### src/bpa_pkg.sv
// Shared types and constants for the bitmap page allocator.
// Used by the controller, the datapath and the top level.
package bpa_pkg;

  localparam int unsigned NumPagesDefault = 65536;
  localparam int unsigned WordBitsDefault = 32;

  typedef enum logic [2:0] {
    ACT_ALLOC_ONE = 3'd0,
    ACT_ALLOC_RUN = 3'd1,
    ACT_FREE_RUN  = 3'd2,
    ACT_RESERVE   = 3'd3,
    ACT_TEST      = 3'd4
  } action_e;

  typedef enum logic [2:0] {
    ST_CLEAR,
    ST_IDLE,
    ST_SCAN,
    ST_MARK,
    ST_TEST,
    ST_DONE
  } state_e;

  // Commands from the controller to the datapath.
  typedef struct packed {
    logic load;
    logic clr_step;
    logic scan_step;
    logic mark_step;
    logic test_step;
    logic fail;
  } bpa_cmd_t;

  // Status from the datapath to the controller.
  typedef struct packed {
    logic clr_last;
    logic scan_hit;
    logic scan_end;
    logic mark_end;
    logic no_scan;
  } bpa_sts_t;

endpackage

### src/bpa_ctrl.sv
// Controller state machine of the bitmap page allocator.
// Sequences the datapath through bpa_pkg command and status structs.
module bpa_ctrl import bpa_pkg::*; (
  input  logic       clk_i,
  input  logic       rst_ni,
  input  logic       in_valid_i,
  output logic       in_stall_o,
  input  logic [2:0] action_i,
  output logic       out_valid_o,
  input  logic       out_stall_i,
  output bpa_cmd_t   cmd_o,
  input  bpa_sts_t   sts_i
);

  state_e state_q, state_d;

  always_ff @(posedge clk_i or negedge rst_ni) begin
    if (!rst_ni) begin
      state_q <= ST_CLEAR;
    end else begin
      state_q <= state_d;
    end
  end

  always_comb begin
    state_d     = state_q;
    cmd_o       = '0;
    in_stall_o  = 1'b1;
    out_valid_o = 1'b0;
    unique case (state_q)
      ST_CLEAR: begin
        cmd_o.clr_step = 1'b1;
        if (sts_i.clr_last) begin
          state_d = ST_IDLE;
        end
      end
      ST_IDLE: begin
        in_stall_o = 1'b0;
        if (in_valid_i) begin
          cmd_o.load = 1'b1;
          unique case (action_i)
            ACT_ALLOC_ONE, ACT_ALLOC_RUN: state_d = ST_SCAN;
            ACT_FREE_RUN, ACT_RESERVE:    state_d = ST_MARK;
            ACT_TEST:                     state_d = ST_TEST;
            default:                      state_d = ST_DONE;
          endcase
        end
      end
      ST_SCAN: begin
        if (sts_i.no_scan) begin
          cmd_o.fail = 1'b1;
          state_d    = ST_DONE;
        end else begin
          cmd_o.scan_step = 1'b1;
          if (sts_i.scan_hit) begin
            state_d = ST_MARK;
          end else if (sts_i.scan_end) begin
            cmd_o.fail = 1'b1;
            state_d    = ST_DONE;
          end
        end
      end
      ST_MARK: begin
        if (sts_i.mark_end) begin
          state_d = ST_DONE;
        end else begin
          cmd_o.mark_step = 1'b1;
        end
      end
      ST_TEST: begin
        cmd_o.test_step = 1'b1;
        state_d         = ST_DONE;
      end
      ST_DONE: begin
        out_valid_o = 1'b1;
        if (!out_stall_i) begin
          state_d = ST_IDLE;
        end
      end
      default: state_d = ST_IDLE;
    endcase
  end

endmodule

### config.mk
export PLATFORM = sky130hd
export DESIGN_NAME = bpa_ctrl
export DESIGN_NICKNAME = d
export VERILOG_FILES = /design/src/bpa_pkg.sv /design/src/bpa_ctrl.sv
export SDC_FILE = /design/constraint.sdc
export NUM_CORES = 1
export LEC_CHECK = 0
export BUFFER_PORTS_ARGS = -buffer_cell sky130_fd_sc_hd__buf_2
export CORE_AREA = 2 2 39 41
export CTS_CLUSTER_SIZE = 40
export DETAILED_ROUTE_END_ITERATION = 8
export DIE_AREA = 0 0 41 43
export SLEW_MARGIN = 20
export SYNTH_ARGS = -nofsm -noshare
export SYNTH_HDL_FRONTEND = slang
export SYNTH_SLANG_ARGS = --single-unit
### constraint.sdc
create_clock -name clk_i -period 2.9 [get_ports clk_i]
set_input_delay 0.145 -clock clk_i [delete_from_list [all_inputs] [get_ports clk_i]]
set_output_delay 0.145 -clock clk_i [all_outputs]
set_load 0.01 [all_outputs]
-- After elaboration in Yosys (flattened, before gate mapping)
Index checks and enable logic that the tools add are counted.
- register bits after elaboration: 3
- bits of input ports: 12
- output and inout port bits: 8
- word-level logic and storage cells: 43
- eq/ne operators: 14
- multiplexer cells: 23
- reductions and logical operators: 5
- operators by type and width (kind ; number):
    3-bit 2-to-1 mux ; 7
    3-bit one-hot mux with 6 select lines ; 1
    1-bit 2-to-1 mux ; 14
    3-bit by 2-bit equality test with 1-bit output (second input constant) ; 4
    3-bit equality test (second input constant) ; 3
    3-bit one-hot mux with 3 select lines ; 1
    2-bit inequality test (second input constant) ; 4
    3-bit by 1-bit equality test with 1-bit output (second input constant) ; 2
    3-bit logical NOT ; 2
    5-bit AND reduction ; 1
    4-bit inequality test (second input constant) ; 1
    2-bit OR reduction ; 2

-- Longest topological paths before layout
- word-level depth: 5
- mapped depth: 5
- mapped depth without buffers: 4

-- Worst setup path before layout
OpenSTA, ideal clock, no wires.
- path kind: register -> register
- from: reg state_q[0]
- to: reg state_q[1]
- data arrival time: 1.631 ns
- setup slack: 1.144 ns
- stages on the path, launching flop included: 6
- buffers on the path: 1
- clock period less this slack: 1.756 ns
- path through: dfrtp_1 buf_4 nor4b_1 nand2_1 o211ai_2 mux2_4
- cells in the longest elaborated chain, start to end: 3
- elaborated cells on any way between the ends: 13
- classes of those cells: 10 x eq/ne; 1 x mux; 2 x reduce/logical
- RTL lines (element ; line ; RTL):
    start: declaration ; bpa_ctrl.sv:15 ; state_e state_q, state_d;
    start signal: assignment ; bpa_ctrl.sv:21 ; state_q <= state_d;
    3-bit by 2-bit equality test with 1-bit output (tied with other cells) ; bpa_ctrl.sv:30 ; unique case (state_q)
    4-bit inequality test (no line) / 2-bit inequality test (equally long branches) ; - ;
    5-bit AND reduction (no line) ; - ;
Parallel ways exist; a longest one is shown, timed or not.
A chain may end at the register's enable or synchronous reset.

-- Worst setup path in the final report
Ends and elaborated chain as after synthesis.

==> results by group <==
Status
  – Outcome: finished clean

Power and ir drop
  – Sw frac: 42.5%
  – Pwr/cell area: 823 mW/mm²
  – Leak: 0.220 nW
  – Net Switching: 153 µW
  – Worst IR drop on VDD: 0.178 mV
  – Internal power: 206 µW
  – Clock network power share: 20.3%
  – Sequential Power Share: 28.4%
  – Comb power frac: 51.3%
  – Total power: 359 µW

Drt
  – ANT nets after route: 0
  – DRT Pass-1 Iters: 4
  – Vias per cell: 4.71
  – DRC viols: 0
  – Detailed-route via count: 353
  – 1st-iter DRT viols: 1
  – Post-Route WL: 814 µm
  – Routed wire length per instance: 10.9 µm

GRT
  – Initial antenna violation count: 0
  – GRT overflow: 0
  – Tot GR Track Use: 11.4%
  – Vias in the first global route: 339
  – Largest net degree at the start of global routing: 14
  – First-pass GRT wire length: 1340 µm

Worst setup path
  – Buf/Inv on CP: 0
  – Crit path largest cell delay: 0.53 ns
  – Element type at the critical path end: flip-flop
  – Top delay family on crit path: simple AND/OR/NAND/NOR gates
  – Worst Path Required: 3.01 ns
  – Largest fanout on the critical path: 11
  – Crit-path slowest cell: or4_1
  – Startpoint type of the worst setup path: flip-flop
  – Crit path arrival time: 1.86 ns
  – Crit path cell chain: or4_1 > and3b_1 > o211ai_2 > mux2_4
  – Critical path class: flip-flop to flip-flop

Floorplan
  – Die height: 43 µm
  – Starting Density: 22.2%
  – Die footprint: 0.00176 mm²
  – Core Area: 0.00138 mm²
  – Die X: 41 µm
  – Row count: 14
  – Num ports: 20

Place
  – I/O Buffers: 19
  – Pre-CTS setup slack: 1.16 ns
  – Routability cong.: 0.742
  – Area post-placement: 399 µm²

Yosys
  – FFs w/ async S/R, synth: 100%
  – Post-synth EDFFs: 0
  – Ys Warns: 0
  – Post-Syn Area: 308 µm²
  – Synth top area share: 24.4%
  – Top post-synthesis cells by area: dfrtp_1, a21oi_1, nor4b_1
  – Synth area leader: dfrtp_1
  – Top FF cell, synth: dfrtp_1
  – Mean Syn Cell Area: 8.10 µm²
  – Most frequent cells after synthesis: a21oi_1, inv_1, dfrtp_1, nor2_1, nor3_1
  – Syn_nets: 50
  – Synth unique cells: 24
  – #FFs+latches synth: 3
  – Seq/Total Area, Yosys: 24.4%
  – Syn Inst Count: 38

Timing
  – Fmax: 0.574 GHz
  – Worst clock skew: 0.000480 ns
  – Slew margin rel.: 78.1%
  – RSZ-0062 raised after global routing: false
  – Final setup fails: 0
  – Tmin final: 1.74 ns
  – TNS Setup: 0 ns
  – Final period util: 60.1%
  – Max Slew Vio Count: 0
  – Final hold vios: 0
  – Worst setup margin: 1.16 ns
  – Worst Tran Pin Value: 0.325 ns

Clocking
  – CTS buffer count: 3
  – Clock Sinks: 3
  – Clk pin slew, worst setup/hold paths: 0.03 ns
  – Worst skew pair latency: 0.23 ns
  – CTS tree: yes
  – Setup bufs post-CTS: 0
  – Clock Tree Buf Depth: 2
  – Root Buffer Master: clkbuf_4
  – H-Tree Depth: 1

Hold path
  – Hold Path Class: input pin to async pin

Final layout
  – Nets: 72
  – Largest register FFs: 3
  – Top flop regs: state_q (3)
  – Number of diodes: 0
  – Top reg by flops: state_q
  – Area growth from synthesis to layout: 41.5%
  – Fin area: 435 µm²
  – Share of cells above drive strength 1: 42.4%

Job
  – Max-cap violation count: 0
## routing by layer
metal	up-vias	share of wire, %	global-route usage (%)
met5	-	0	0
met4	0	3.1	10.0
met2	16	44	16.3
li1	182	-	-
met3	4	12	3.14
met1	151	41	12.9
## metrics by stage
stage	util, %	hold slack, ns	instances
after CTS	31.5	0.238	75
after global routing	31.5	0.242	75
final	31.5	0.235	75
after global placement	28.8	-0.0584	70
after floorplan	-	-0.151	38
after detailed placement	28.8	-0.0574	70
## layout by cell type (no fill, tap or decap), types with 2 or more instances in the layout
| cell type | synthesis | final |
|---|---|---|
| buf_2 | 1 | 19 |
| nor4b_1 | 2 | 2 |
| clkbuf_4 | 0 | 3 |
| a21oi_1 | 4 | 4 |
| nor3_1 | 3 | 3 |
| nor2_1 | 3 | 3 |
| nand3_1 | 2 | 2 |
| inv_1 | 4 | 4 |
| dfrtp_1 | 3 | 3 |
## final cells by class
type	instances	area [µm²]
fillers	163	948
repair buffers	20	105
well taps	16	20.0
flip-flops and latches	3	75.1
clock buffers	4	26.3
multi-input cells	28	194
inverters	4	15.0
## final timing paths
| path | slack [ns] | from | cells after the start | end |
|---|---|---|---|---|
| setup / recovery | 1.16 | state_q[0]$_DFFE_PN0P_ | 4 | state_q[1]$_DFFE_PN0P_ |
| hold / removal | 0.24 | rst_ni | 2 | state_q[0]$_DFFE_PN0P_ |
| setup reg to reg | 1.16 | state_q[0]$_DFFE_PN0P_ | 4 | state_q[1]$_DFFE_PN0P_ |
| hold reg to reg | 0.77 | state_q[2]$_DFFE_PN0P_ | 2 | state_q[0]$_DFFE_PN0P_ |
| max in group asynchronous | 2.56 | rst_ni | 2 | state_q[1]$_DFFE_PN0P_ |
| min in group clk_i | 0.26 | out_stall_i | 3 | state_q[2]$_DFFE_PN0P_ |
## power groups by stage
stage | registers [mW] | clock network (mW) | logic (mW)
floorplan | 0.0665 | 0 | 0.180
global placement | 0.0993 | 0 | 0.186
global route | 0.110 | 0.0795 | 0.208
detailed placement | 0.103 | 0 | 0.184
finish | 0.102 | 0.0727 | 0.184
CTS | 0.102 | 0.0755 | 0.186
## cell families after synthesis
group                  Yosys count  share of synthesized area, %
DFF                              3                          24.4
AOI/OAI and AO/OA                7                          15.0
muxes                            1                          4.88
and+or+nand+nor                 20                          43.1
buffers and inverters            7                          12.6
## what timing repair did
action,CTS,global route
resized for setup,0,0
hold endpoints to repair,3,0
hold buffers,1,0
(Power assumes the default switching activity.)
